===== src/hdl/designated_initializer_parser_core_assert.svh =====
// assertion macros shared by the parser modules
`ifndef DESIGNATED_INITIALIZER_PARSER_CORE_ASSERT_SVH
`define DESIGNATED_INITIALIZER_PARSER_CORE_ASSERT_SVH

`ifndef SYNTHESIS

// property checked on every clock edge outside reset
`define DIP_ASSERT(label, prop, msg) \
  label: assert property (@(posedge clk_i) disable iff (!rst_ni) (prop)) else $error(msg);

// condition that must never hold outside reset
`define DIP_ASSERT_NEVER(label, expr, msg) \
  label: assert property (@(posedge clk_i) disable iff (!rst_ni) !(expr)) else $error(msg);

`else

`define DIP_ASSERT(label, prop, msg)

`define DIP_ASSERT_NEVER(label, expr, msg)

`endif

`endif


===== src/hdl/dip_pkg.sv =====
// types, codes and constants of the designated-initializer parser
`default_nettype none

package dip_pkg;

  localparam int unsigned MaxStringBytes = 1024;
  localparam int unsigned LenWidth       = $clog2(MaxStringBytes + 1);
  localparam int unsigned QueueDepth     = 4;
  localparam int unsigned QPtrWidth      = $clog2(QueueDepth);
  localparam int unsigned QCntWidth      = $clog2(QueueDepth + 1);

  localparam logic [7:0] CharLBrace    = 8'h7B;
  localparam logic [7:0] CharRBrace    = 8'h7D;
  localparam logic [7:0] CharDot       = 8'h2E;
  localparam logic [7:0] CharEquals    = 8'h3D;
  localparam logic [7:0] CharComma     = 8'h2C;
  localparam logic [7:0] CharQuote     = 8'h22;
  localparam logic [7:0] CharBackslash = 8'h5C;
  localparam logic [7:0] CharLowerX    = 8'h78;
  localparam logic [7:0] CharLowerN    = 8'h6E;
  localparam logic [7:0] CharLowerR    = 8'h72;
  localparam logic [7:0] CharZero      = 8'h30;
  localparam logic [7:0] CharDollar    = 8'h24;
  localparam logic [7:0] CharUnder     = 8'h5F;
  localparam logic [7:0] ByteNewline   = 8'h0A;
  localparam logic [7:0] ByteReturn    = 8'h0D;
  localparam logic [7:0] ByteNul       = 8'h00;

  typedef enum logic [3:0] {
    PH_OPEN     = 4'd0,
    PH_DOT      = 4'd1,
    PH_ID_FIRST = 4'd2,
    PH_ID_REST  = 4'd3,
    PH_VALUE    = 4'd4,
    PH_STRING   = 4'd5,
    PH_NUMBER   = 4'd6,
    PH_AFTER    = 4'd7,
    PH_DONE     = 4'd8,
    PH_FAILED   = 4'd9
  } phase_e;

  typedef enum logic [1:0] {
    ESC_NONE    = 2'd0,
    ESC_PENDING = 2'd1,
    ESC_HEX_HI  = 2'd2,
    ESC_HEX_LO  = 2'd3
  } escape_e;

  typedef enum logic [2:0] {
    EV_NAME_BYTE = 3'd0,
    EV_NAME_END  = 3'd1,
    EV_STR_BYTE  = 3'd2,
    EV_STR_END   = 3'd3,
    EV_NUMBER    = 3'd4,
    EV_DONE      = 3'd5,
    EV_ERROR     = 3'd6
  } event_e;

  typedef enum logic [3:0] {
    ERR_NO_BRACE   = 4'd0,
    ERR_NO_DOT     = 4'd1,
    ERR_BAD_NAME   = 4'd2,
    ERR_NO_EQUALS  = 4'd3,
    ERR_BAD_VALUE  = 4'd4,
    ERR_BAD_ESCAPE = 4'd5,
    ERR_BAD_HEX    = 4'd6,
    ERR_TOO_LONG   = 4'd7,
    ERR_NO_COMMA   = 4'd8,
    ERR_TRUNCATED  = 4'd9
  } error_e;

  // one queue entry: the results of one byte; the second result, if any,
  // is always a done or error event with no byte and no number
  typedef struct packed {
    logic        two;
    event_e      kind0;
    logic [7:0]  byte0;
    logic [63:0] num0;
    error_e      code0;
    event_e      kind1;
    error_e      code1;
  } dip_entry_t;

endpackage

`default_nettype wire


===== src/hdl/dip_if.sv =====
// valid/ready channel interfaces for input bytes and result events
`default_nettype none

interface dip_in_if;
  logic       valid;
  logic       ready;
  logic [7:0] data_byte;
  logic       first_byte;
  logic       last_byte;

  modport source (output valid, data_byte, first_byte, last_byte, input ready);
  modport sink   (input valid, data_byte, first_byte, last_byte, output ready);
endinterface

interface dip_out_if;
  logic        valid;
  logic        ready;
  logic [2:0]  event_kind;
  logic [7:0]  out_byte;
  logic [63:0] number_value;
  logic [3:0]  error_code;
  logic        last_result;

  modport source (output valid, event_kind, out_byte, number_value, error_code, last_result,
                  input ready);
  modport sink   (input valid, event_kind, out_byte, number_value, error_code, last_result,
                  output ready);
endinterface

`default_nettype wire


===== src/hdl/dip_front.sv =====
// front end: accepts bytes, runs the parse state machine, queues results
`default_nettype none
`include "designated_initializer_parser_core_assert.svh"

module dip_front (
  input  wire logic             clk_i,
  input  wire logic             rst_ni,
  dip_in_if.sink                in_i,
  input  wire logic             full_i,
  output logic                  push_o,
  output dip_pkg::dip_entry_t   push_entry_o
);
  import dip_pkg::*;

  phase_e              phase_q, phase_d, phase_pre, phase_cur;
  escape_e             esc_q, esc_d, esc_cur;
  logic [3:0]          hex_q, hex_d, hex_cur;
  logic [63:0]         acc_q, acc_d, acc_cur;
  logic [LenWidth-1:0] len_q, len_d, len_cur;
  logic                comma_q, comma_d, comma_cur;

  logic       in_fire;
  logic [7:0] c;
  logic       is_alpha, is_digit, is_namech, hex_ok, str_full, trunc;
  logic [3:0] nib;
  logic       esc_known;
  logic [7:0] esc_byte;

  // value-terminator decode, shared by number end and after-value phase
  logic   av_comma, av_comma_d, av_done, av_fail;
  phase_e av_phase;
  error_e av_code;

  // result slots
  logic [1:0]  n;
  event_e      res_kind [2];
  error_e      res_code [2];
  logic [7:0]  byte0;
  logic [63:0] num0;
  logic        sb_req;
  logic [7:0]  sb_val;

  assign in_fire  = in_i.valid && in_i.ready;
  assign in_i.ready = !full_i;
  assign c        = in_i.data_byte;

  // a restart byte sees the reset state
  assign phase_cur = in_i.first_byte ? PH_OPEN  : phase_q;
  assign esc_cur   = in_i.first_byte ? ESC_NONE : esc_q;
  assign hex_cur   = in_i.first_byte ? 4'd0     : hex_q;
  assign acc_cur   = in_i.first_byte ? 64'd0    : acc_q;
  assign len_cur   = in_i.first_byte ? '0       : len_q;
  assign comma_cur = in_i.first_byte ? 1'b0     : comma_q;

  assign is_alpha  = (c >= 8'h61 && c <= 8'h7A) || (c >= 8'h41 && c <= 8'h5A);
  assign is_digit  = (c >= 8'h30 && c <= 8'h39);
  assign is_namech = is_alpha || is_digit || c == CharDollar || c == CharUnder;
  assign hex_ok    = is_digit || (c >= 8'h61 && c <= 8'h66) || (c >= 8'h41 && c <= 8'h46);
  assign nib       = is_digit ? c[3:0] : c[3:0] + 4'd9;
  assign str_full  = len_cur >= LenWidth'(MaxStringBytes);

  always_comb begin
    esc_known = 1'b1;
    esc_byte  = ByteNul;
    case (c)
      CharQuote:  esc_byte = CharQuote;
      CharLowerN: esc_byte = ByteNewline;
      CharLowerR: esc_byte = ByteReturn;
      CharZero:   esc_byte = ByteNul;
      default:    esc_known = 1'b0;
    endcase
  end

  assign av_comma = (phase_cur == PH_AFTER) ? comma_cur : 1'b0;

  always_comb begin
    av_phase   = PH_FAILED;
    av_comma_d = av_comma;
    av_done    = 1'b0;
    av_fail    = 1'b0;
    av_code    = ERR_NO_COMMA;
    if (!av_comma) begin
      if (c == CharComma) begin
        av_phase   = PH_AFTER;
        av_comma_d = 1'b1;
      end else if (c == CharRBrace) begin
        av_phase = PH_DONE;
        av_done  = 1'b1;
      end else begin
        av_fail = 1'b1;
        av_code = ERR_NO_COMMA;
      end
    end else begin
      if (c == CharRBrace) begin
        av_phase = PH_DONE;
        av_done  = 1'b1;
      end else if (c == CharDot) begin
        av_phase   = PH_ID_FIRST;
        av_comma_d = 1'b0;
      end else begin
        av_fail = 1'b1;
        av_code = ERR_NO_DOT;
      end
    end
  end

  // next state
  always_comb begin
    phase_pre = phase_cur;
    esc_d     = esc_cur;
    hex_d     = hex_cur;
    acc_d     = acc_cur;
    len_d     = len_cur;
    comma_d   = comma_cur;
    unique case (phase_cur)
      PH_OPEN:     phase_pre = (c == CharLBrace) ? PH_DOT : PH_FAILED;
      PH_DOT:      phase_pre = (c == CharDot) ? PH_ID_FIRST : PH_FAILED;
      PH_ID_FIRST: phase_pre = is_alpha ? PH_ID_REST : PH_FAILED;
      PH_ID_REST: begin
        if (!is_namech) phase_pre = (c == CharEquals) ? PH_VALUE : PH_FAILED;
      end
      PH_VALUE: begin
        if (c == CharQuote) begin
          esc_d     = ESC_NONE;
          len_d     = '0;
          phase_pre = PH_STRING;
        end else if (is_digit) begin
          acc_d     = {60'd0, c[3:0]};
          phase_pre = PH_NUMBER;
        end else begin
          phase_pre = PH_FAILED;
        end
      end
      PH_STRING: begin
        unique case (esc_cur)
          ESC_NONE: begin
            if (c == CharQuote) begin
              comma_d   = 1'b0;
              phase_pre = PH_AFTER;
            end else if (c == CharBackslash) begin
              esc_d = ESC_PENDING;
            end else if (str_full) begin
              phase_pre = PH_FAILED;
            end else begin
              len_d = len_cur + LenWidth'(1);
            end
          end
          ESC_PENDING: begin
            if (c != CharBackslash) begin
              esc_d = ESC_NONE;
              if (esc_known) begin
                if (str_full) phase_pre = PH_FAILED;
                else len_d = len_cur + LenWidth'(1);
              end else if (c == CharLowerX) begin
                esc_d = ESC_HEX_HI;
              end else begin
                phase_pre = PH_FAILED;
              end
            end
          end
          ESC_HEX_HI: begin
            if (hex_ok) begin
              hex_d = nib;
              esc_d = ESC_HEX_LO;
            end else begin
              phase_pre = PH_FAILED;
            end
          end
          default: begin
            esc_d = ESC_NONE;
            if (!hex_ok || str_full) phase_pre = PH_FAILED;
            else len_d = len_cur + LenWidth'(1);
          end
        endcase
      end
      PH_NUMBER: begin
        if (is_digit) begin
          // acc * 10 + digit as shifts and adds
          acc_d = {acc_cur[60:0], 3'b000} + {acc_cur[62:0], 1'b0} + {60'd0, c[3:0]};
        end else begin
          phase_pre = av_phase;
          comma_d   = av_comma_d;
        end
      end
      PH_AFTER: begin
        phase_pre = av_phase;
        comma_d   = av_comma_d;
      end
      default: ;
    endcase
  end

  assign trunc   = in_i.last_byte && phase_pre != PH_DONE && phase_pre != PH_FAILED;
  assign phase_d = trunc ? PH_FAILED : phase_pre;

  // results of this byte
  always_comb begin
    n           = 2'd0;
    res_kind[0] = EV_NAME_BYTE;
    res_kind[1] = EV_NAME_BYTE;
    res_code[0] = ERR_NO_BRACE;
    res_code[1] = ERR_NO_BRACE;
    byte0       = 8'd0;
    num0        = 64'd0;
    sb_req      = 1'b0;
    sb_val      = c;
    unique case (phase_cur)
      PH_OPEN: begin
        if (c != CharLBrace) begin
          res_kind[0] = EV_ERROR;
          res_code[0] = ERR_NO_BRACE;
          n = 2'd1;
        end
      end
      PH_DOT: begin
        if (c != CharDot) begin
          res_kind[0] = EV_ERROR;
          res_code[0] = ERR_NO_DOT;
          n = 2'd1;
        end
      end
      PH_ID_FIRST: begin
        if (is_alpha) begin
          res_kind[0] = EV_NAME_BYTE;
          byte0 = c;
        end else begin
          res_kind[0] = EV_ERROR;
          res_code[0] = ERR_BAD_NAME;
        end
        n = 2'd1;
      end
      PH_ID_REST: begin
        n = 2'd1;
        if (is_namech) begin
          res_kind[0] = EV_NAME_BYTE;
          byte0 = c;
        end else begin
          res_kind[0] = EV_NAME_END;
          if (c != CharEquals) begin
            res_kind[1] = EV_ERROR;
            res_code[1] = ERR_NO_EQUALS;
            n = 2'd2;
          end
        end
      end
      PH_VALUE: begin
        if (c != CharQuote && !is_digit) begin
          res_kind[0] = EV_ERROR;
          res_code[0] = ERR_BAD_VALUE;
          n = 2'd1;
        end
      end
      PH_STRING: begin
        unique case (esc_cur)
          ESC_NONE: begin
            if (c == CharQuote) begin
              res_kind[0] = EV_STR_END;
              n = 2'd1;
            end else if (c != CharBackslash) begin
              sb_req = 1'b1;
            end
          end
          ESC_PENDING: begin
            if (esc_known) begin
              sb_req = 1'b1;
              sb_val = esc_byte;
            end else if (c != CharBackslash && c != CharLowerX) begin
              res_kind[0] = EV_ERROR;
              res_code[0] = ERR_BAD_ESCAPE;
              n = 2'd1;
            end
          end
          ESC_HEX_HI: begin
            if (!hex_ok) begin
              res_kind[0] = EV_ERROR;
              res_code[0] = ERR_BAD_HEX;
              n = 2'd1;
            end
          end
          default: begin
            if (hex_ok) begin
              sb_req = 1'b1;
              sb_val = {hex_cur, nib};
            end else begin
              res_kind[0] = EV_ERROR;
              res_code[0] = ERR_BAD_HEX;
              n = 2'd1;
            end
          end
        endcase
        if (sb_req) begin
          n = 2'd1;
          if (str_full) begin
            res_kind[0] = EV_ERROR;
            res_code[0] = ERR_TOO_LONG;
          end else begin
            res_kind[0] = EV_STR_BYTE;
            byte0 = sb_val;
          end
        end
      end
      PH_NUMBER: begin
        if (!is_digit) begin
          res_kind[0] = EV_NUMBER;
          num0 = acc_cur;
          n = 2'd1;
          if (av_done || av_fail) begin
            res_kind[1] = av_done ? EV_DONE : EV_ERROR;
            res_code[1] = av_fail ? av_code : ERR_NO_BRACE;
            n = 2'd2;
          end
        end
      end
      PH_AFTER: begin
        if (av_done || av_fail) begin
          res_kind[0] = av_done ? EV_DONE : EV_ERROR;
          res_code[0] = av_fail ? av_code : ERR_NO_BRACE;
          n = 2'd1;
        end
      end
      default: ;
    endcase

    // end of buffer before done: a running number is flushed, then truncated
    if (trunc) begin
      if (phase_pre == PH_NUMBER) begin
        res_kind[0] = EV_NUMBER;
        num0 = acc_d;
        n = 2'd1;
      end
      res_kind[n[0]] = EV_ERROR;
      res_code[n[0]] = ERR_TRUNCATED;
      n = n + 2'd1;
    end
  end

  assign push_o             = in_fire && (n != 2'd0);
  assign push_entry_o.two   = n[1];
  assign push_entry_o.kind0 = res_kind[0];
  assign push_entry_o.byte0 = byte0;
  assign push_entry_o.num0  = num0;
  assign push_entry_o.code0 = res_code[0];
  assign push_entry_o.kind1 = res_kind[1];
  assign push_entry_o.code1 = res_code[1];

  always_ff @(posedge clk_i or negedge rst_ni) begin
    if (!rst_ni) begin
      phase_q <= PH_OPEN;
      esc_q   <= ESC_NONE;
      hex_q   <= 4'd0;
      acc_q   <= 64'd0;
      len_q   <= '0;
      comma_q <= 1'b0;
    end else if (in_fire) begin
      phase_q <= phase_d;
      esc_q   <= esc_d;
      hex_q   <= hex_d;
      acc_q   <= acc_d;
      len_q   <= len_d;
      comma_q <= comma_d;
    end
  end

  `DIP_ASSERT(a_front_quiet_after_end,
              (in_fire && !in_i.first_byte && (phase_q == PH_DONE || phase_q == PH_FAILED))
              |-> !push_o,
              "front queued a result after done or error")

endmodule

`default_nettype wire


===== src/hdl/dip_queue.sv =====
// short result queue between the parse front end and the output back end
`default_nettype none
`include "designated_initializer_parser_core_assert.svh"

module dip_queue (
  input  wire logic                 clk_i,
  input  wire logic                 rst_ni,
  input  wire logic                 push_i,
  input  wire dip_pkg::dip_entry_t  push_entry_i,
  input  wire logic                 pop_i,
  output logic                      full_o,
  output logic                      head_valid_o,
  output dip_pkg::dip_entry_t       head_entry_o
);
  import dip_pkg::*;

  dip_entry_t           entries_q [QueueDepth];
  logic [QPtrWidth-1:0] wr_ptr_q, rd_ptr_q;
  logic [QCntWidth-1:0] count_q, count_d;
  logic                 do_push, do_pop;

  assign full_o       = count_q == QCntWidth'(QueueDepth);
  assign head_valid_o = count_q != '0;
  assign head_entry_o = entries_q[rd_ptr_q];
  assign do_push      = push_i && !full_o;
  assign do_pop       = pop_i && head_valid_o;

  always_comb begin
    count_d = count_q;
    case ({do_push, do_pop})
      2'b10:   count_d = count_q + QCntWidth'(1);
      2'b01:   count_d = count_q - QCntWidth'(1);
      default: count_d = count_q;
    endcase
  end

  always_ff @(posedge clk_i) begin
    if (do_push) entries_q[wr_ptr_q] <= push_entry_i;
  end

  always_ff @(posedge clk_i or negedge rst_ni) begin
    if (!rst_ni) begin
      wr_ptr_q <= '0;
      rd_ptr_q <= '0;
      count_q  <= '0;
    end else begin
      if (do_push) wr_ptr_q <= wr_ptr_q + QPtrWidth'(1);
      if (do_pop)  rd_ptr_q <= rd_ptr_q + QPtrWidth'(1);
      count_q <= count_d;
    end
  end

  `DIP_ASSERT_NEVER(a_queue_overflow, push_i && full_o, "push into a full queue")
  `DIP_ASSERT_NEVER(a_queue_underflow, pop_i && !head_valid_o, "pop from an empty queue")

endmodule

`default_nettype wire


===== src/hdl/dip_back.sv =====
// back end: splits queued entries into single result transactions
`default_nettype none
`include "designated_initializer_parser_core_assert.svh"

module dip_back (
  input  wire logic                 clk_i,
  input  wire logic                 rst_ni,
  input  wire logic                 head_valid_i,
  input  wire dip_pkg::dip_entry_t  head_entry_i,
  output logic                      pop_o,
  dip_out_if.source                 out_o
);
  import dip_pkg::*;

  logic        out_valid_q, out_valid_d;
  event_e      kind_q, kind_d;
  logic [7:0]  byte_q, byte_d;
  logic [63:0] num_q, num_d;
  error_e      code_q, code_d;
  logic        last_q, last_d;
  logic        sel_q, sel_d;
  logic        load;

  // output register is free or being emptied this cycle
  assign load = head_valid_i && (!out_valid_q || out_o.ready);

  always_comb begin
    kind_d = kind_q;
    byte_d = byte_q;
    num_d  = num_q;
    code_d = code_q;
    last_d = last_q;
    sel_d  = sel_q;
    pop_o  = 1'b0;
    if (load) begin
      if (!sel_q) begin
        kind_d = head_entry_i.kind0;
        byte_d = head_entry_i.byte0;
        num_d  = head_entry_i.num0;
        code_d = head_entry_i.code0;
        last_d = !head_entry_i.two;
        pop_o  = !head_entry_i.two;
        sel_d  = head_entry_i.two;
      end else begin
        kind_d = head_entry_i.kind1;
        byte_d = 8'd0;
        num_d  = 64'd0;
        code_d = head_entry_i.code1;
        last_d = 1'b1;
        pop_o  = 1'b1;
        sel_d  = 1'b0;
      end
    end
  end

  assign out_valid_d = load ? 1'b1 : (out_o.ready ? 1'b0 : out_valid_q);

  always_ff @(posedge clk_i or negedge rst_ni) begin
    if (!rst_ni) begin
      out_valid_q <= 1'b0;
      sel_q       <= 1'b0;
    end else begin
      out_valid_q <= out_valid_d;
      sel_q       <= sel_d;
    end
  end

  always_ff @(posedge clk_i) begin
    kind_q <= kind_d;
    byte_q <= byte_d;
    num_q  <= num_d;
    code_q <= code_d;
    last_q <= last_d;
  end

  assign out_o.valid        = out_valid_q;
  assign out_o.event_kind   = kind_q;
  assign out_o.out_byte     = byte_q;
  assign out_o.number_value = num_q;
  assign out_o.error_code   = code_q;
  assign out_o.last_result  = last_q;

  `DIP_ASSERT(a_back_second_has_head, sel_q |-> head_valid_i,
              "second result pending without a queued entry")

endmodule

`default_nettype wire


===== src/hdl/designated_initializer_parser_core.sv =====
// top level of the designated-initializer text parser
//
// usage
//   in_ch_i carries one text byte per transaction with first_byte (restart the
//   parser at this byte) and last_byte (final byte of the buffer).
//   out_ch_o carries one event per transaction: name byte, name end, string
//   byte, string end, number, done or error; last_result marks the final
//   event caused by an input byte (one or two events per byte).
//   latency: an event passes from the front end into the result queue and then
//   into the output register that drives out_ch_o; a second event follows it from the same entry.
//   throughput: one byte per cycle while the result queue is not full; the parse
//   state machine in the front end decodes each byte combinationally (the decimal
//   accumulator is a shift-add loop); bytes that raise two events take two output
//   transactions, which the four-entry result queue absorbs.
//   bytes with no event (open brace, dot, comma, opening quote, digits of a
//   number, backslash, x and the high hex digit) never occupy the queue.
//   reset clears the parser to expect an open brace and empties the queue.
//   when the receiver stalls, the output register holds its event, the
//   queue fills and in_ch_i.ready drops only once the queue is full.
`default_nettype none

module designated_initializer_parser_core (
  input  wire logic  clk_i,
  input  wire logic  rst_ni,
  dip_in_if.sink     in_ch_i,
  dip_out_if.source  out_ch_o
);
  import dip_pkg::*;

  // front to queue
  logic       push;
  dip_entry_t push_entry;
  logic       full;

  // queue to back
  logic       head_valid;
  dip_entry_t head_entry;
  logic       pop;

  // parse state machine, one byte per cycle while the result queue is not full
  dip_front u_front (
    .clk_i        (clk_i),
    .rst_ni       (rst_ni),
    .in_i         (in_ch_i),
    .full_i       (full),
    .push_o       (push),
    .push_entry_o (push_entry)
  );

  // decouples parsing from the output handshake
  dip_queue u_queue (
    .clk_i        (clk_i),
    .rst_ni       (rst_ni),
    .push_i       (push),
    .push_entry_i (push_entry),
    .pop_i        (pop),
    .full_o       (full),
    .head_valid_o (head_valid),
    .head_entry_o (head_entry)
  );

  // registered output, one event per transaction
  dip_back u_back (
    .clk_i        (clk_i),
    .rst_ni       (rst_ni),
    .head_valid_i (head_valid),
    .head_entry_i (head_entry),
    .pop_o        (pop),
    .out_o        (out_ch_o)
  );

endmodule

`default_nettype wire


===== src/flat_wrapper.sv =====
// flat-port wrapper written by rule: the top's interface ports become plain ports
module designated_initializer_parser_core_flat import dip_pkg::*;
  (clk_i, rst_ni, in_ch_i_valid, in_ch_i_data_byte, in_ch_i_first_byte, in_ch_i_last_byte, in_ch_i_ready, out_ch_o_valid, out_ch_o_event_kind, out_ch_o_out_byte, out_ch_o_number_value, out_ch_o_error_code, out_ch_o_last_result, out_ch_o_ready);
  dip_in_if in_ch_i_i ();
  dip_out_if out_ch_o_i ();
  input  wire logic clk_i;
  input  wire logic rst_ni;
  input wire logic [$bits(in_ch_i_i.valid)-1:0] in_ch_i_valid;
  input wire logic [$bits(in_ch_i_i.data_byte)-1:0] in_ch_i_data_byte;
  input wire logic [$bits(in_ch_i_i.first_byte)-1:0] in_ch_i_first_byte;
  input wire logic [$bits(in_ch_i_i.last_byte)-1:0] in_ch_i_last_byte;
  output wire logic [$bits(in_ch_i_i.ready)-1:0] in_ch_i_ready;
  output wire logic [$bits(out_ch_o_i.valid)-1:0] out_ch_o_valid;
  output wire logic [$bits(out_ch_o_i.event_kind)-1:0] out_ch_o_event_kind;
  output wire logic [$bits(out_ch_o_i.out_byte)-1:0] out_ch_o_out_byte;
  output wire logic [$bits(out_ch_o_i.number_value)-1:0] out_ch_o_number_value;
  output wire logic [$bits(out_ch_o_i.error_code)-1:0] out_ch_o_error_code;
  output wire logic [$bits(out_ch_o_i.last_result)-1:0] out_ch_o_last_result;
  input wire logic [$bits(out_ch_o_i.ready)-1:0] out_ch_o_ready;
  assign in_ch_i_i.valid = in_ch_i_valid;
  assign in_ch_i_i.data_byte = in_ch_i_data_byte;
  assign in_ch_i_i.first_byte = in_ch_i_first_byte;
  assign in_ch_i_i.last_byte = in_ch_i_last_byte;
  assign in_ch_i_ready = in_ch_i_i.ready;
  assign out_ch_o_valid = out_ch_o_i.valid;
  assign out_ch_o_event_kind = out_ch_o_i.event_kind;
  assign out_ch_o_out_byte = out_ch_o_i.out_byte;
  assign out_ch_o_number_value = out_ch_o_i.number_value;
  assign out_ch_o_error_code = out_ch_o_i.error_code;
  assign out_ch_o_last_result = out_ch_o_i.last_result;
  assign out_ch_o_i.ready = out_ch_o_ready;
  designated_initializer_parser_core u_core (.clk_i(clk_i), .rst_ni(rst_ni), .in_ch_i(in_ch_i_i), .out_ch_o(out_ch_o_i));
endmodule

===== config.mk =====
export PLATFORM = sky130hd
export DESIGN_NAME = designated_initializer_parser_core_flat
export DESIGN_NICKNAME = d
export VERILOG_FILES = /design/src/hdl/dip_pkg.sv /design/src/hdl/dip_if.sv /design/src/hdl/dip_front.sv /design/src/hdl/dip_queue.sv /design/src/hdl/dip_back.sv /design/src/hdl/designated_initializer_parser_core.sv /design/src/flat_wrapper.sv
export VERILOG_INCLUDE_DIRS = /design/src /design/src/hdl
export SDC_FILE = /design/constraint.sdc
export NUM_CORES = 1
export LEC_CHECK = 0
export ABC_AREA = 1
export BUFFER_PORTS_ARGS = -buffer_cell sky130_fd_sc_hd__buf_2
export CELL_PAD_IN_SITES_DETAIL_PLACEMENT = 0
export CELL_PAD_IN_SITES_GLOBAL_PLACEMENT = 1
export CORE_UTILIZATION = 49
export CTS_CLUSTER_DIAMETER = 40
export DETAILED_ROUTE_END_ITERATION = 10
export GPL_TIMING_DRIVEN = 0
export MAX_ROUTING_LAYER = met4
export PLACE_DENSITY = 0.88
export SYNTH_ARGS = -nofsm -noshare
export SYNTH_HDL_FRONTEND = slang
export SYNTH_HIERARCHICAL = 1
export SYNTH_SLANG_ARGS = --single-unit

===== constraint.sdc =====
create_clock -name clk_i -period 6.87 [get_ports clk_i]
set_input_delay 0.3435 -clock clk_i [delete_from_list [all_inputs] [get_ports clk_i]]
set_output_delay 0.3435 -clock clk_i [all_outputs]
set_load 0.01 [all_outputs]

==> results.md <==
- Worst Hold Class: primary input to flop
- Buf/Inv on CP: 3
- Clk Tree Root Cell: clkbuf_16
- Mux contribution to synthesized area: 0%
- Clk_skew: 0.0259 ns
- Critical path type: primary input to flop
- Total GRT Usage: 30.2%
- Worst reg2reg endpoint: u_core/u_queue/entries_q[3][47]
- H-tree depth: 3
- Max IR drop VDD: 0.225 mV
- Largest net degree at the start of global routing: 64
- Vias in the first global route: 23800
- Placed Cells incl. Taps: 4394
- Rows: 90
- Reg2Reg Launch Point: u_core/u_queue/count_q[0]
- Max Fclk: 0.190 GHz
- Number of fill cells: 5350
- Worst Setup End Kind: flop
- Initial antenna violation count: 2
- ANT nets after route: 1
- R2R Setup Slk: 2.04 ns
- Area of the multi-input gates: 0.0120 sq mm
- Synth async-reset ratio: 18.2%
- Core area: 0.0606 sq mm
- Port-buffer cells: 93
- Worst path cell trace: buf_2, clkbuf_1, clkbuf_1, nor2_1, fa_1, ha_1, nand3_1, nand2_1, nand2_1, nand2_1, a21oi_1, o21ai_0, nand2_1, nand2_1, nand2_1, nand3_1, nand2_1, o21ai_0, nand2_1, nand2_1
- Worst skew pair latency: 0.62 ns
- Final non-filler cell total: 4534
- Seq cells post-synth: 523
- CTS-repair resized insts: 0
- Worst setup margin: 1.59 ns
- Reg2reg path depth: 14
- LEAKAGE: 15.5 nW
- Number of synthesized flops with an enable pin: 428
- WHS Endpoint: u_core/u_front/phase_q[2]
- DR vias/cell: 5.58
- Worst slew margin: 32.4%
- Min Tclk post-route: 5.28 ns
- Crit path from: in_ch_i_first_byte
- Via count: 25300
- Hold Path Stages: 4
- Mapped Cells: 3505
- Synth Area in Adders: 5.67%
- Share of layout cells above drive strength 1: 10.4%
- Seq. cell area: 0.0152 sq mm
- Synth Area in Compound Gates: 14.1%
- GR Overflow Total: 0
- Startpoint types: primary input
- Mapped Nets: 3654
- Total Power: 12.8 mW
- Hold WS: 0.200 ns
- Final hold vios: 0
- Starting density of the core: 49.8%
- CP dominant cell by count: nand2_1
- Simple logic cell fraction of the synthesized area: 19.5%
- Area contributors post-synth: edfxtp_1 43%, nand2_1 11%, dfrtp_1 7.9%
- WP data arrival: 5.65 ns
- Top FF cell, synth: edfxtp_1
- Yosys top cell by area: edfxtp_1
- CTS sink cnt: 523
- Slowest stage delay, CP: 0.64 ns
- Overall routed net length: 91.5 mm
- Max-cap violations: 0
- Status: complete, but fails checks
- Final Max Slew Viols: 0
- Req. time, crit path: 7.24 ns
- Final Wtd Congestion: 0.984
- RSZ-0062 raised after global routing: false
- IO Pins: 96
- Iter 0 DRT Violations: 2451
- Synthesized cell area: 0.0302 sq mm
- Nets: 3838
- Die Footprint: 0.0626 sq mm
- Post-CTS setup buffer count: 0
- Area grow syn2layout: 14.1%
- Pwr dens: 371 mW/mm^2
- Dpl ws: 1.08 ns
- Die Y: 250 um
- HPWL after detailed placement: 69.1 mm
- First-pass DRT Iterations: 6
- Drt wl/cell: 20.2 um
- Clk slew on worst S/H paths: 0.06 ns
- Pin slew with the least headroom to its limit: 1.01 ns
- Longest Clk Path Bufs: 3
- Setup violators final: 0
- First-pass GRT wire length: 140 mm
- Tcrit/Tclk final: 76.8%
- Largest family of logic cells by synthesized area: simple AND/OR/NAND/NOR gates
- TritonCTS clock tree: built
- Crit Path Max Fanout: 10
- Yosys top cell area share: 42.6%
- DIE WIDTH: 250 um
- Avg Synthesized Cell Area: 8.61 sq um
- XOR/XNOR Fraction of Synth Area: 0.464%
- Critical path's slowest cell: clkbuf_1
- Synth cell types: 61
- Failing checks: antenna rules
- CP delay by family, top: simple AND/OR/NAND/NOR gates
- Hold path startpoint: in_ch_i_last_byte
- # DRC: 0
- Sequential fraction of the synthesis area: 50.5%
- CTS Buf Count: 73
- Warnings from Yosys: 6
==> cell usage in the layout, fill, tap and decap left out, drive strengths merged, types with 4 or more instances in the layout <==
| master | Yosys | layout |
|---|---|---|
| clkinvlp | 0 | 8 |
| inv | 564 | 585 |
| xor2 | 10 | 10 |
| or2 | 5 | 5 |
| o22ai | 36 | 36 |
| nor4 | 6 | 6 |
| nand3 | 125 | 125 |
| edfxtp | 428 | 428 |
| ha | 132 | 132 |
| a21o | 9 | 9 |
| xnor2 | 6 | 6 |
| buf | 77 | 184 |
| o21ai | 198 | 198 |
| o211ai | 190 | 190 |
| nor3 | 22 | 22 |
| nand4 | 20 | 20 |
| nor2 | 354 | 354 |
| nand2 | 928 | 928 |
| a31oi | 40 | 40 |
| dfrtp | 95 | 95 |
| bufinv | 0 | 4 |
| clkbuf | 51 | 133 |
| o21bai | 8 | 8 |
| clkinv | 3 | 21 |
| a21oi | 157 | 157 |
| o221ai | 6 | 6 |
| diode | 0 | 5 |
| a22oi | 6 | 6 |
==> flip-flops by register name, indices dropped and copies added, names as in the netlist, 4 cells and up <==
| signal | cells |
|---|---|
| u_core/u_front/phase_q | 4 |
| u_core/u_back/out_o.number_value | 64 |
| u_core/u_queue/entries_q | 348 |
| u_core/u_front/acc_q | 64 |
| u_core/u_back/out_o.out_byte | 8 |
| u_core/u_front/len_q | 11 |
| u_core/u_front/hex_q | 4 |
| u_core/u_back/out_o.error_code | 4 |
==> synthesized netlist by cell type (all sizes together), types with 20 or more instances <==
| library cell | instances |
|---|---|
| nor3 | 22 |
| a21oi | 157 |
| clkbuf | 51 |
| o22ai | 36 |
| ha | 132 |
| inv | 564 |
| edfxtp | 428 |
| nand2 | 928 |
| buf | 77 |
| a31oi | 40 |
| nor2 | 354 |
| o21ai | 198 |
| nand3 | 125 |
| o211ai | 190 |
| nand4 | 20 |
| dfrtp | 95 |
==> layer usage <==
layer / share of wire, % / up-vias / GRT usage [%]
met3: 7.9 / 155 / 3.87
met2: 44 / 1096 / 45.3
met1: 45 / 11900 / 42.5
met4: 3.0 / 0 / 10.0
li1: - / 12100 / -
met5: 0 / - / -
==> tightest hold or removal path: stages <==
cell	delay (ns)
buf_2	0.15
inv_1	0.08
nand2_1	0.11
o22ai_1	0.09
==> area by class of cell <==
cell class / count / share of cell area [%]
inverters: 567 / 6.20
plain buffers: 128 / 2.33
diodes: 5 / 0.0363
repair buffers: 109 / 2.32
well taps: 782 / 2.84
multi-input cells: 2287 / 35.0
flip-flops and latches: 523 / 44.2
clock inverters: 51 / 1.56
clock buffers: 82 / 5.53
==> kinds of logic (layout without fill, tap and decap cells) <==
kind of cell | Yosys count | in the layout
adders and majority gates | 135 | 135
buffers and inverters | 695 | 937
AOI/OAI and AO/OA | 672 | 672
and+or+nand+nor | 1463 | 1463
xor gates and xnor gates | 16 | 16
other | 1 | 6
DFF | 523 | 523
==> worst max-delay path by stage <==
| stage | depth (start not counted) | end | slack [ns] |
|---|---|---|---|
| after floorplan | 22 | u_core/u_queue/entries_q[0][0] | 0.44 |
| after global placement | 23 | u_core/u_queue/entries_q[1][49] | -3.36 |
| after detailed placement | 20 | u_core/u_queue/entries_q[0][70] | 1.08 |
| after CTS | 20 | u_core/u_queue/entries_q[0][70] | 1.70 |
| after global routing | 20 | u_core/u_queue/entries_q[2][70] | 1.32 |
| final | 20 | u_core/u_queue/entries_q[0][70] | 1.59 |
==> metrics by stage <==
stage / utilization (%) / TNS [ns] / area, sq um
global route: 56.8 / 0 / 34400
finish: 56.8 / 0 / 34400
CTS: 56.8 / 0 / 34400
floorplan: - / 0 / 30200
detailed placement: 52.8 / 0 / 32000
global placement: 52.2 / -1145.74 / 31600
==> timing repair <==
item | in CTS | in global routing
endpoints found under the hold margin | 33 | 0
hold buffers | 2 | 0
endpoints found under the setup margin | 0 | 0
==> report_power, final <==
group / leakage (nW) / total, mW / switching (mW) / internal, mW
Sequential: 5.32 / 4.57 / 0.222 / 4.35
Combinational: 9.00 / 4.48 / 3.05 / 1.42
Clock: 1.17 / 3.71 / 1.50 / 2.21
Total: 15.5 / 12.8 / 4.78 / 7.98
No activity file was read; power rests on OpenSTA's default activity.
